==> config.mk <==
export PLATFORM = sky130hd
export DESIGN_NAME = bus_node_address_allocator_flat
export DESIGN_NICKNAME = d
export VERILOG_FILES = /design/src/sv/bna_pkg.sv /design/src/sv/bna_req_if.sv /design/src/sv/bna_rsp_if.sv /design/src/sv/bna_ctrl.sv /design/src/sv/bna_dpath.sv /design/src/sv/bus_node_address_allocator.sv /design/src/flat_wrapper.sv
export VERILOG_INCLUDE_DIRS = /design/src /design/src/sv
export SDC_FILE = /design/constraint.sdc
export NUM_CORES = 2
export LEC_CHECK = 0
export BUFFER_PORTS_ARGS = -buffer_cell sky130_fd_sc_hd__buf_2
export CORE_MARGIN = 2
export CORE_UTILIZATION = 45
export DETAILED_ROUTE_END_ITERATION = 10
export PLACE_DENSITY_LB_ADDON = 0.25
export SYNTH_ARGS = -nofsm -noshare
export SYNTH_HDL_FRONTEND = slang
export SYNTH_SLANG_ARGS = --single-unit
==> constraint.sdc <==
create_clock -name clock -period 6.45 [get_ports clock]
set_input_delay 0.3225 -clock clock [delete_from_list [all_inputs] [get_ports clock]]
set_output_delay 0.3225 -clock clock [all_outputs]
set_load 0.05 [all_outputs]
==> src/sv/bus_node_address_allocator_macros.svh <==
// ----------------------------------------------------------------------------
// Assertion macros for the bus node address allocator
// Immediate-implication and next-cycle-implication checks on the main clock.
// ----------------------------------------------------------------------------
`ifndef BUS_NODE_ADDRESS_ALLOCATOR_MACROS_SVH
`define BUS_NODE_ADDRESS_ALLOCATOR_MACROS_SVH

// antecedent holds -> consequent holds in the same cycle
`define BNA_ASSERT_SAME(lbl, clk, rst, ante, cons) \
   lbl: assert property (@(posedge clk) disable iff (rst) (ante) |-> (cons)) \
      else $error("allocator check failed");

// antecedent holds -> consequent holds in the next cycle
`define BNA_ASSERT_NEXT(lbl, clk, rst, ante, cons) \
   lbl: assert property (@(posedge clk) disable iff (rst) (ante) |=> (cons)) \
      else $error("allocator check failed");

`endif

==> src/sv/bna_pkg.sv <==
// ----------------------------------------------------------------------------
// bna_pkg
// Shared constants, command codes, types and encoders of the address allocator.
// ----------------------------------------------------------------------------
package bna_pkg;

   localparam int ADDRESS_LIMIT = 127;
   // addresses are 7 bits and 127 is the "none" code
   localparam int LIM           = (ADDRESS_LIMIT > 127) ? 127 : ADDRESS_LIMIT;
   localparam int ADDR_W        = 7;
   localparam int ID_W          = 8;
   localparam int CNT_W         = 8;
   localparam int DEPTH         = 128;
   localparam int GROUP_W       = 8;
   localparam int N_GROUPS      = DEPTH / GROUP_W;
   localparam int POS_W         = 3;
   localparam int GRP_W         = 4;

   localparam logic [ADDR_W-1:0] NONE_ADDR = 7'h7F;
   localparam logic [CNT_W-1:0]  LIM_CNT   = CNT_W'(LIM);

   localparam logic [1:0] CMD_ALLOC   = 2'd0;
   localparam logic [1:0] CMD_RELEASE = 2'd1;
   localparam logic [1:0] CMD_LOOKUP  = 2'd2;
   localparam logic [1:0] CMD_CLEAR   = 2'd3;

   typedef struct packed {
      logic load;
      logic scan;
      logic commit;
   } bna_cmd_type;

   function automatic logic [DEPTH-1:0] legal_mask();
      logic [DEPTH-1:0] m;
      m = '0;
      for (int i = 1; i < LIM; i++) begin
         m[i] = 1'b1;
      end
      return m;
   endfunction

   localparam logic [DEPTH-1:0] LEGAL_MASK = legal_mask();

   function automatic logic [POS_W-1:0] first8(input logic [GROUP_W-1:0] v);
      logic [POS_W-1:0] r;
      r = '0;
      for (int i = GROUP_W - 1; i >= 0; i--) begin
         if (v[i]) r = POS_W'(i);
      end
      return r;
   endfunction

   function automatic logic [GRP_W-1:0] first16(input logic [N_GROUPS-1:0] v);
      logic [GRP_W-1:0] r;
      r = '0;
      for (int i = N_GROUPS - 1; i >= 0; i--) begin
         if (v[i]) r = GRP_W'(i);
      end
      return r;
   endfunction

   function automatic logic [ADDR_W-1:0] wrap_next(input logic [ADDR_W-1:0] a);
      logic [CNT_W-1:0] s;
      s = {1'b0, a} + CNT_W'(1);
      return (s >= LIM_CNT) ? ADDR_W'(1) : s[ADDR_W-1:0];
   endfunction

endpackage

==> src/sv/bna_req_if.sv <==
// ----------------------------------------------------------------------------
// bna_req_if
// Request channel: command, node id and target address with valid/ready.
// ----------------------------------------------------------------------------
interface bna_req_if import bna_pkg::*; ();
   logic              valid;
   logic              ready;
   logic [1:0]        cmd;
   logic [ID_W-1:0]   node_id;
   logic [ADDR_W-1:0] target_address;

   modport source (output valid, cmd, node_id, target_address, input ready);
   modport sink   (input valid, cmd, node_id, target_address, output ready);
endinterface

==> src/sv/bna_rsp_if.sv <==
// ----------------------------------------------------------------------------
// bna_rsp_if
// Response channel: allocated address, stored id, hit and full flags.
// ----------------------------------------------------------------------------
interface bna_rsp_if import bna_pkg::*; ();
   logic              valid;
   logic              ready;
   logic [ADDR_W-1:0] given_address;
   logic [ID_W-1:0]   stored_id;
   logic              hit;
   logic              table_full;

   modport source (output valid, given_address, stored_id, hit, table_full, input ready);
   modport sink   (input valid, given_address, stored_id, hit, table_full, output ready);
endinterface

==> src/sv/bna_ctrl.sv <==
// ----------------------------------------------------------------------------
// bna_ctrl
// Sequencer: accept, scan, commit; owns both handshakes.
// ----------------------------------------------------------------------------
module bna_ctrl import bna_pkg::*; (
   input  logic        clock,
   input  logic        reset,
   input  logic        req_valid,
   output logic        req_ready,
   output logic        rsp_valid,
   input  logic        rsp_ready,
   output bna_cmd_type cmd
);

   localparam logic [1:0] ST_IDLE = 2'd0;
   localparam logic [1:0] ST_SCAN = 2'd1;
   localparam logic [1:0] ST_DONE = 2'd2;

   logic [1:0] state_ff, state_in;
   logic       rsp_valid_ff, rsp_valid_in;
   logic       commit;
   logic       accept;

   // commit needs the output register free
   assign commit    = (state_ff == ST_DONE) && (!rsp_valid_ff || rsp_ready);
   assign req_ready = (state_ff == ST_IDLE) || commit;
   assign accept    = req_valid && req_ready;

   always_comb begin
      state_in = state_ff;
      unique case (state_ff)
         ST_IDLE: begin
            if (accept) state_in = ST_SCAN;
         end
         ST_SCAN: begin
            state_in = ST_DONE;
         end
         ST_DONE: begin
            if (commit) state_in = accept ? ST_SCAN : ST_IDLE;
         end
         default: begin
            state_in = ST_IDLE;
         end
      endcase
   end

   always_comb begin
      rsp_valid_in = rsp_valid_ff;
      if (commit) rsp_valid_in = 1'b1;
      else if (rsp_ready) rsp_valid_in = 1'b0;
   end

   always_ff @(posedge clock) begin
      if (reset) begin
         state_ff     <= ST_IDLE;
         rsp_valid_ff <= 1'b0;
      end else begin
         state_ff     <= state_in;
         rsp_valid_ff <= rsp_valid_in;
      end
   end

   assign rsp_valid  = rsp_valid_ff;
   assign cmd.load   = accept;
   assign cmd.scan   = (state_ff == ST_SCAN);
   assign cmd.commit = commit;

endmodule

==> src/sv/bna_dpath.sv <==
// ----------------------------------------------------------------------------
// bna_dpath
// Occupancy map, id memory, two-level free-slot search and result register.
// ----------------------------------------------------------------------------
module bna_dpath import bna_pkg::*; (
   input  logic              clock,
   input  logic              reset,
   input  bna_cmd_type       cmd,
   input  logic [1:0]        req_cmd,
   input  logic [ID_W-1:0]   req_node_id,
   input  logic [ADDR_W-1:0] req_target_address,
   output logic [ADDR_W-1:0] rsp_given_address,
   output logic [ID_W-1:0]   rsp_stored_id,
   output logic              rsp_hit,
   output logic              rsp_table_full
);

   localparam logic [DEPTH-1:0] OCC_RESET = DEPTH'(1);

   // held item
   logic [1:0]        op_ff;
   logic [ID_W-1:0]   nid_ff;
   logic [ADDR_W-1:0] tgt_ff;

   // table state
   logic [DEPTH-1:0]  occ_ff, occ_in;
   logic [ADDR_W-1:0] ptr_ff, ptr_in;
   logic [CNT_W-1:0]  cnt_ff, cnt_in;
   logic [ID_W-1:0]   id_mem [DEPTH];
   logic [ID_W-1:0]   rd_ff;

   // search stage registers
   logic [N_GROUPS-1:0] hi_any_ff, lo_any_ff;
   logic [POS_W-1:0]    hi_pos_ff [N_GROUPS];
   logic [POS_W-1:0]    lo_pos_ff [N_GROUPS];

   // result register
   logic [ADDR_W-1:0] given_ff, given_in;
   logic [ID_W-1:0]   sid_ff, sid_in;
   logic              hit_ff, hit_in;
   logic              full_ff;

   // scan: free slots, and those at or past the pointer
   logic [ADDR_W-1:0] p_eff;
   logic [DEPTH-1:0]  free_vec, hi_vec;

   always_comb begin
      p_eff = ((ptr_ff == '0) || ({1'b0, ptr_ff} >= LIM_CNT)) ? ADDR_W'(1) : ptr_ff;
      for (int i = 0; i < DEPTH; i++) begin
         free_vec[i] = !occ_ff[i] && LEGAL_MASK[i];
         hi_vec[i]   = free_vec[i] && (CNT_W'(i) >= {1'b0, p_eff});
      end
   end

   always_ff @(posedge clock) begin
      if (cmd.load) begin
         op_ff  <= req_cmd;
         nid_ff <= req_node_id;
         tgt_ff <= req_target_address;
      end
      if (cmd.scan) begin
         rd_ff <= id_mem[tgt_ff];
         for (int g = 0; g < N_GROUPS; g++) begin
            hi_any_ff[g] <= |hi_vec[g*GROUP_W +: GROUP_W];
            lo_any_ff[g] <= |free_vec[g*GROUP_W +: GROUP_W];
            hi_pos_ff[g] <= first8(hi_vec[g*GROUP_W +: GROUP_W]);
            lo_pos_ff[g] <= first8(free_vec[g*GROUP_W +: GROUP_W]);
         end
      end
   end

   // commit: pick group, then slot within it
   logic                use_hi;
   logic [N_GROUPS-1:0] flags;
   logic [GRP_W-1:0]    grp;
   logic [POS_W-1:0]    pos;
   logic [ADDR_W-1:0]   alloc_addr;
   logic                found;
   logic                tgt_occ;
   logic                do_write;

   always_comb begin
      use_hi     = |hi_any_ff;
      flags      = use_hi ? hi_any_ff : lo_any_ff;
      grp        = first16(flags);
      pos        = use_hi ? hi_pos_ff[grp] : lo_pos_ff[grp];
      alloc_addr = {grp, pos};
      found      = |lo_any_ff;
      tgt_occ    = ({1'b0, tgt_ff} < LIM_CNT) && occ_ff[tgt_ff];

      occ_in   = occ_ff;
      ptr_in   = ptr_ff;
      cnt_in   = cnt_ff;
      given_in = NONE_ADDR;
      sid_in   = '0;
      hit_in   = 1'b0;
      do_write = 1'b0;

      unique case (op_ff)
         CMD_ALLOC: begin
            if ((cnt_ff < LIM_CNT) && found) begin
               occ_in[alloc_addr] = 1'b1;
               cnt_in             = cnt_ff + CNT_W'(1);
               ptr_in             = wrap_next(alloc_addr);
               given_in           = alloc_addr;
               do_write           = 1'b1;
            end
         end
         CMD_RELEASE: begin
            hit_in = tgt_occ;
            // upstream route entry stays put
            if (tgt_occ && (tgt_ff != '0)) begin
               occ_in[tgt_ff] = 1'b0;
               cnt_in         = cnt_ff - CNT_W'(1);
            end
         end
         CMD_LOOKUP: begin
            hit_in = tgt_occ;
            // entry 0 is never written and reads as zero
            if (tgt_occ && (tgt_ff != '0)) sid_in = rd_ff;
         end
         CMD_CLEAR: begin
            occ_in = OCC_RESET;
            ptr_in = ADDR_W'(1);
            cnt_in = CNT_W'(1);
         end
         default: begin
            occ_in = occ_ff;
         end
      endcase
   end

   always_ff @(posedge clock) begin
      if (cmd.commit && do_write) id_mem[alloc_addr] <= nid_ff;
   end

   always_ff @(posedge clock) begin
      if (reset) begin
         occ_ff <= OCC_RESET;
         ptr_ff <= ADDR_W'(1);
         cnt_ff <= CNT_W'(1);
      end else if (cmd.commit) begin
         occ_ff <= occ_in;
         ptr_ff <= ptr_in;
         cnt_ff <= cnt_in;
      end
   end

   always_ff @(posedge clock) begin
      if (cmd.commit) begin
         given_ff <= given_in;
         sid_ff   <= sid_in;
         hit_ff   <= hit_in;
         full_ff  <= (cnt_in >= LIM_CNT);
      end
   end

   assign rsp_given_address = given_ff;
   assign rsp_stored_id     = sid_ff;
   assign rsp_hit           = hit_ff;
   assign rsp_table_full    = full_ff;

endmodule

==> src/sv/bus_node_address_allocator.sv <==
// ----------------------------------------------------------------------------
// bus_node_address_allocator
// Round-robin allocator of logical bus addresses with id store and lookup.
// ----------------------------------------------------------------------------
// Usage:
//   req_ch carries one command item: allocate, release, look up or clear,
//   with the node id and target address. rsp_ch returns one result item per
//   command: given address (127 = none), stored id, hit and table-full flags.
//   From request accept to response valid, the item is latched at the accept
//   edge, the scan state reads the occupancy map into per-group search
//   registers (and reads the id memory), and the commit state picks the slot
//   and commits.
//   The scan/commit pair of the two-level free-slot search paces the items;
//   the next item is taken in the commit cycle. The result sits in an output
//   register, so one item is taken while a result waits; if the receiver
//   keeps stalling, the commit waits and req_ch.ready stays low until the
//   output register frees.
//   Reset leaves address 0 occupied, the pointer at 1 and the count at 1;
//   the clear command does the same in one item, without a clearing pass.
// ----------------------------------------------------------------------------
`include "bus_node_address_allocator_macros.svh"

module bus_node_address_allocator import bna_pkg::*; (
   input logic clock,
   input logic reset,
   bna_req_if.sink   req_ch,
   bna_rsp_if.source rsp_ch
);

   bna_cmd_type cmd;

   bna_ctrl u_ctrl (
      .clock     (clock),
      .reset     (reset),
      .req_valid (req_ch.valid),
      .req_ready (req_ch.ready),
      .rsp_valid (rsp_ch.valid),
      .rsp_ready (rsp_ch.ready),
      .cmd       (cmd)
   );

   bna_dpath u_dpath (
      .clock              (clock),
      .reset              (reset),
      .cmd                (cmd),
      .req_cmd            (req_ch.cmd),
      .req_node_id        (req_ch.node_id),
      .req_target_address (req_ch.target_address),
      .rsp_given_address  (rsp_ch.given_address),
      .rsp_stored_id      (rsp_ch.stored_id),
      .rsp_hit            (rsp_ch.hit),
      .rsp_table_full     (rsp_ch.table_full)
   );

   `BNA_ASSERT_NEXT(a_accept_then_scan, clock, reset, cmd.load, cmd.scan && !cmd.commit)
   `BNA_ASSERT_SAME(a_commit_after_scan, clock, reset, cmd.commit, !cmd.scan)
   `BNA_ASSERT_SAME(a_no_accept_in_scan, clock, reset, cmd.scan, !req_ch.ready)
   `BNA_ASSERT_NEXT(a_commit_shows_rsp, clock, reset, cmd.commit, rsp_ch.valid)

endmodule

==> src/flat_wrapper.sv <==
// flat-port wrapper written by rule: the top's interface ports become plain ports
module bus_node_address_allocator_flat import bna_pkg::*;
  (clock, reset, req_ch_valid, req_ch_cmd, req_ch_node_id, req_ch_target_address, req_ch_ready, rsp_ch_valid, rsp_ch_given_address, rsp_ch_stored_id, rsp_ch_hit, rsp_ch_table_full, rsp_ch_ready);
  bna_req_if req_ch_i ();
  bna_rsp_if rsp_ch_i ();
  input logic clock;
  input logic reset;
  input wire logic [$bits(req_ch_i.valid)-1:0] req_ch_valid;
  input wire logic [$bits(req_ch_i.cmd)-1:0] req_ch_cmd;
  input wire logic [$bits(req_ch_i.node_id)-1:0] req_ch_node_id;
  input wire logic [$bits(req_ch_i.target_address)-1:0] req_ch_target_address;
  output wire logic [$bits(req_ch_i.ready)-1:0] req_ch_ready;
  output wire logic [$bits(rsp_ch_i.valid)-1:0] rsp_ch_valid;
  output wire logic [$bits(rsp_ch_i.given_address)-1:0] rsp_ch_given_address;
  output wire logic [$bits(rsp_ch_i.stored_id)-1:0] rsp_ch_stored_id;
  output wire logic [$bits(rsp_ch_i.hit)-1:0] rsp_ch_hit;
  output wire logic [$bits(rsp_ch_i.table_full)-1:0] rsp_ch_table_full;
  input wire logic [$bits(rsp_ch_i.ready)-1:0] rsp_ch_ready;
  assign req_ch_i.valid = req_ch_valid;
  assign req_ch_i.cmd = req_ch_cmd;
  assign req_ch_i.node_id = req_ch_node_id;
  assign req_ch_i.target_address = req_ch_target_address;
  assign req_ch_ready = req_ch_i.ready;
  assign rsp_ch_valid = rsp_ch_i.valid;
  assign rsp_ch_given_address = rsp_ch_i.given_address;
  assign rsp_ch_stored_id = rsp_ch_i.stored_id;
  assign rsp_ch_hit = rsp_ch_i.hit;
  assign rsp_ch_table_full = rsp_ch_i.table_full;
  assign rsp_ch_i.ready = rsp_ch_ready;
  bus_node_address_allocator u_core (.clock(clock), .reset(reset), .req_ch(req_ch_i), .rsp_ch(rsp_ch_i));
endmodule
Word level (Yosys, flattened, before mapping)
Memory sizes are Yosys's and may differ from the RTL's. A register that Yosys moved wholly into a read port is not among the register bits.
Cells that the tools add are included.
- register bits after elaboration: 212
- bits in writable memories: 1120
- memories: 3
- word-level logic and storage cells: 808
- bits of input ports: 21
- memory list (name ; words ; bits a word ; rd ports ; clocked after Yosys merged registers in ; wr ports ; line ; text):
    u_core.u_dpath.id_mem ; 128 ; 8 ; 1 ; 1 ; 1 ; bna_dpath.sv:29 ; logic [ID_W-1:0] id_mem [DEPTH];
    u_core.u_dpath.hi_pos_ff ; 16 ; 3 ; 1 ; 0 ; 16 ; bna_dpath.sv:34 ; logic [POS_W-1:0] hi_pos_ff [N_GROUPS];
    u_core.u_dpath.lo_pos_ff ; 16 ; 3 ; 1 ; 0 ; 16 ; bna_dpath.sv:35 ; logic [POS_W-1:0] lo_pos_ff [N_GROUPS];
- $lt $le $gt $ge: 135
- bitwise operators: 3
- mux-type cells: 330
- $add $sub $neg: 3
- equal/unequal tests: 9
- reduce and logical (&&, ||, !) cells: 311
- operators by type and width (kind ; count):
    two-way mux 3 bit ; 285
    >= comparator 7 bit (first input constant) ; 63
    case mux 128 bit (3 select lines) ; 1
    two-way mux 128 bit ; 2
    >= comparator 6 x 7 -> 1 bit (first input constant) ; 32
    OR reduction 8 bit ; 28
    logical AND 1 bit ; 134
    AND 128 bit ; 1
    NOT 128 bit ; 1
    OR 128 bit ; 1
    zero test 1 bit ; 127
    >= comparator 5 x 7 -> 1 bit (first input constant) ; 16
    two-way mux 4 bit ; 16
    >= comparator 4 x 7 -> 1 bit (first input constant) ; 8
    OR reduction 16 bit ; 2
    >= comparator 3 x 7 -> 1 bit (first input constant) ; 4
    OR reduction 7 bit ; 4
    case mux 8 bit (3 select lines) ; 1
    two-way mux 7 bit ; 3
    >= comparator 8 x 7 -> 1 bit (second input constant) ; 2
    less-than comparator 7 x 8 -> 1 bit (second input constant) ; 2
    two-way mux 16 bit ; 1
    two-way mux 8 bit ; 2
    demux 1 bit (select 7 bit) ; 2
    other kinds (27) ; 53

Logic depth before layout (Yosys ltp)
An unclocked memory read counts as a cell.
- depth in word-level cells: 27
- mapped depth: 20
- gate-level depth less buffers: 15

Hierarchy
Synthesis repeated with hierarchy kept, for this count alone.
- cells, all modules: 4401
- area, all modules: 56316.5 um2
- modules (own cells, without submodules) (module ; cells each ; area each (um2) ; sequential area each (um2) ; times used):
    bna_dpath ; 4384 ; 56145.1 ; 38717.1 ; 1
    bna_ctrl ; 17 ; 171.4 ; 60.1 ; 1

Worst setup path after synthesis
No wires, ideal clock.
- path kind: reg2reg
- start point: register u_core.u_ctrl.state_ff[1]
- end point: register u_core.u_dpath.hi_any_ff[0] (enable)
- slack: -553 ps
- data arrival time: 6353 ps
- clock period less this slack: 7003 ps
- stages on the path, launching flop included: 2
- buffers on the path: 0
- data required time: 5800 ps
- cells stage by stage: dfxtp_1 -> nor2b_1
- word-level cells in the longest chain between the ends: 1
- RTL lines (what ; line ; text):
    start, declared ; bna_ctrl.sv:19 ; logic [1:0] state_ff, state_in;
    start signal, assigned ; bna_ctrl.sv:58 ; state_ff <= state_in;
    equality test 2 x 1 -> 1 bit ; bna_ctrl.sv:65 ; assign cmd.scan = (state_ff == ST_SCAN);
    end signal, assigned by index ; bna_dpath.sv:64 ; hi_any_ff[g] <= |hi_vec[g*GROUP_W +: GROUP_W];
    end, declared ; bna_dpath.sv:33 ; logic [N_GROUPS-1:0] hi_any_ff, lo_any_ff;
Every way passes these cells.
A chain may end at the register's enable or synchronous reset.

Worst setup path in the final report
- start point: register u_core.u_dpath.hi_any_ff[12]
- end point: memory u_core.u_dpath.id_mem[91][0] (enable)
- word-level cells in the longest chain between the ends: 20
- elaborated cells between the ends (all ways): 21
- RTL lines (what ; line ; text):
    OR reduction 16 bit ; bna_dpath.sv:83 ; use_hi = |hi_any_ff;
    two-way mux 16 bit ; bna_dpath.sv:84 ; flags = use_hi ? hi_any_ff : lo_any_ff;
    two-way mux 4 bit (16 in a row) ; bna_pkg.sv:57 ; if (v[i]) r = GRP_W'(i);
    memory (16 x 3 bit), on equally long branches ; -- ;
    two-way mux 3 bit ; bna_dpath.sv:86 ; pos = use_hi ? hi_pos_ff[grp] : lo_pos_ff[grp];
    end, declared ; bna_dpath.sv:29 ;
Several ways; a longest one is shown, not always the timed one.

==> metrics.txt <==
CTS Buffer Depth 3; Hold Crit Class in -> reg; DRT Wirelength 212 mm; Max-cap violations 0; Final min period 6.37 ns; post-synth cell types 98; largest net degree at the start of global routing 137; Initial Util 45.4%; DRC violations left 0; post-synthesis instance total 4465; Tot GR Track Use 32.0%; largest area contributor in the netlist edfxtp_1; Worst Tran Pin Value 1.39 ns; post-DP HPWL 141 mm; area of the multi-input gates 17000 sq um; Final Worst Setup Slack 0.0756 ns; crit path max fanout 18; Routed WL per cell 33.7 microns; top cells by count, synth 1194 x edfxtp_1, 452 x nor2_1, 394 x nand2_1; total core area 126000 sq um; CP required 6.87 ns; endpoint class of the critical path flop; Starting DRT DRC Count 7454; Rows 130; number of enable flip-flop cells after synthesis 1194; crit path kind reg -> reg; top-count cell post-synth edfxtp_1; initial antenna violation count 13; # nets final 4552; # fillers 10.7k; Final Slew Violations 0; async set-reset flop share out of synthesis 0%; Worst-path clk slew 0.06 ns; post-synth top area share 62.8%; Die X 360 microns; syn nets 4495; Final setup violation count 0; CP Data Arrival Time 6.79 ns; CTS tree done; CTS root buf clkbuf_16; IO Count 40; via count 42.7k; status completed; Tcrit/Tclk final 98.8%; Routed Antenna Nets 0; drt pass-1 iters 7; sequential area share after synthesis 67.9%; Die H 360 microns; Post-CTS Setup Bufs 0; Via density 6.79; synthesized area 57100 sq um; Peak VDD IR 207 uV; synthesis-to-layout area growth 12.5%; Main synth FF type edfxtp_1; Die Footprint 130000 sq um; Synth warnings 0; grt total ovfl 0; top cells by area, synth edfxtp_1 63%, dfxtp_1 5.1%, a22oi_1 4.2%, nor2_1 3.0%, nand2_1 2.6%; Skew-Pair Late Insertion Delay 0.79 ns; Power Total 0.0184 W; RSZ-0062 raised after global routing true; vias in the first global route 39.4k; average size of a mapped cell 12.8 sq um; IO buf count 39; routability cong. 1.02; maximum clock rate 157 MHz; utilization after layout 51.0%; Hold Startpoint reset; # resized after CTS 0; RR Startpoint u_core.u_dpath.hi_any_ff[12]$_DFFE_PN_; endpoints failing hold 0; Max-slew headroom 6.86%; TritonCTS Sinks 1340; storage element area 38800 sq um; Worst setup startpoint u_core.u_dpath.hi_any_ff[12]$_DFFE_PN_; Pleak 19.7 nW; CTS buffer count 141; first-pass GRT wire length 298 mm; pre-CTS setup slack 0.223 ns; fraction of layout cells with a size suffix above 1 11.3%; Seq cells post-synth 1340; CP Launch Type flop; H-tree Lvls 4; pwr dens 286 nW/um^2; Setup Skew 0.0351 ns
-- critical path, stage by stage, from the launching register on --
cell	delay [ns]
edfxtp_1	0.49
nor4_4	0.60
nand4_1	0.37
o21ai_1	0.33
nor2_1	0.11
o31ai_2	0.47
a31o_2	0.38
buf_4	0.27
nand2_1	0.08
a311o_1	0.38
a311oi_1	0.22
a221o_1	0.28
buf_4	0.25
and3_1	0.21
nand2_2	0.68
nor2_1	0.86
-- path summary, 6_finish.rpt --
kind	slack (ns)	end	depth (start not counted)
max reg2reg	0.08	u_core.u_dpath.id_mem[91][0]$_DFFE_PP_	15
max	0.08	u_core.u_dpath.id_mem[91][0]$_DFFE_PP_	15
min	0.04	u_core.u_dpath.occ_ff[17]$_SDFFE_PP0P_	2
min reg2reg	0.50	u_core.u_ctrl.state_ff[1]$_SDFFE_PP0P_	1
-- timing repair --
action	CTS	global route
endpoints found under the hold margin	18	0
endpoints found under the setup margin	0	65
hold buffers	18	0
-- flip-flops by register name, summed over array words and instances (netlist names) --
name,flops
u_core.u_dpath.id_mem,1024
u_core.u_dpath.nid_ff,8
u_core.u_dpath.cnt_ff,8
u_core.u_dpath.ptr_ff,7
u_core.u_dpath.occ_ff,128
u_core.u_ctrl.rsp_valid,1
u_core.u_dpath.tgt_ff,7
u_core.u_dpath.rsp_hit,1
u_core.u_dpath.rsp_table_full,1
u_core.u_dpath.rsp_given_address,7
u_core.u_dpath.rsp_stored_id,8
u_core.u_dpath.hi_any_ff,16
u_core.u_dpath.op_ff,2
u_core.u_ctrl.state_ff,2
u_core.u_dpath.lo_any_ff,16
u_core.u_dpath.hi_pos_ff,48
u_core.u_dpath.rd_ff,8
u_core.u_dpath.lo_pos_ff,48
-- final cells by class --
type / count / area share [%]
clock inverter: 74 / 0.908
timing repair buffer: 219 / 2.74
sequential: 1340 / 60.4
clock buffer: 180 / 5.92
inverter: 58 / 0.339
tap: 1650 / 3.22
antenna: 5 / 0.0195
multi-input combinational: 2762 / 26.4
-- metal layers --
metal | GRT usage, % | part of all wire, % | routed length (microns) | vias to the layer above
met4 | 16.6 | 5.7 | 12000 | 8
met1 | 43.1 | 38 | 80600 | 21200
met5 | 0.111 | 0.026 | 55 | -
met2 | 47.2 | 44 | 92400 | 3185
li1 | - | - | - | 17700
met3 | 8.85 | 13 | 26600 | 604
-- cells by family after synthesis --
logic type      synth area share [%]
buf+inv                         2.58
xor+xnor                       0.107
mux                             2.29
flops                           67.9
compound gates                  16.9
fa+ha+maj                      0.197
simple gates                    10.0
-- placed cells by master (no fill, tap or decap), types with 18 or more instances in the layout --
| cell type | instances |
|---|---|
| nand4_1 | 58 |
| a22o_1 | 83 |
| mux2i_1 | 45 |
| dfxtp_1 | 146 |
| a21boi_0 | 23 |
| buf_4 | 150 |
| nor3_1 | 114 |
| o211ai_1 | 45 |
| and2_1 | 18 |
| a211oi_1 | 28 |
| nand2b_1 | 24 |
| nand3_1 | 50 |
| a22oi_1 | 321 |
| clkinv_2 | 23 |
| nand2_1 | 394 |
| edfxtp_1 | 1194 |
| nor4_1 | 20 |
| clkbuf_16 | 146 |
| inv_1 | 53 |
| a31oi_1 | 159 |
| clkbuf_1 | 32 |
| nor2_1 | 446 |
| nor2b_1 | 28 |
| buf_2 | 38 |
| a21oi_1 | 222 |
| clkinv_1 | 34 |
| a221oi_1 | 135 |
| o21ai_0 | 165 |
| and3_1 | 18 |
| o22ai_1 | 35 |
| dlygate4sd3_1 | 18 |
| mux2_2 | 47 |
-- stage by stage --
stage	hold WS, ns	area, sq um	instances	setup TNS [ns]
after floorplan	0.414	57100	4465	0
after global placement	0.475	59600	6011	0
after detailed placement	0.481	59600	6011	0
after CTS	0.0224	64200	6283	0
after global routing	0.0654	64200	6285	-1.16
final	0.0353	64200	6288	0
-- power breakdown --
part	total (W)	leakage (nW)	switching (W)	internal, W
Clock	0.00782	2.13	0.00347	0.00435
Sequential	0.00954	12.0	0.0000496	0.00949
Combinational	0.000992	5.63	0.000757	0.000235
Total	0.0184	19.7	0.00427	0.0141
(Power assumes the default switching activity.)
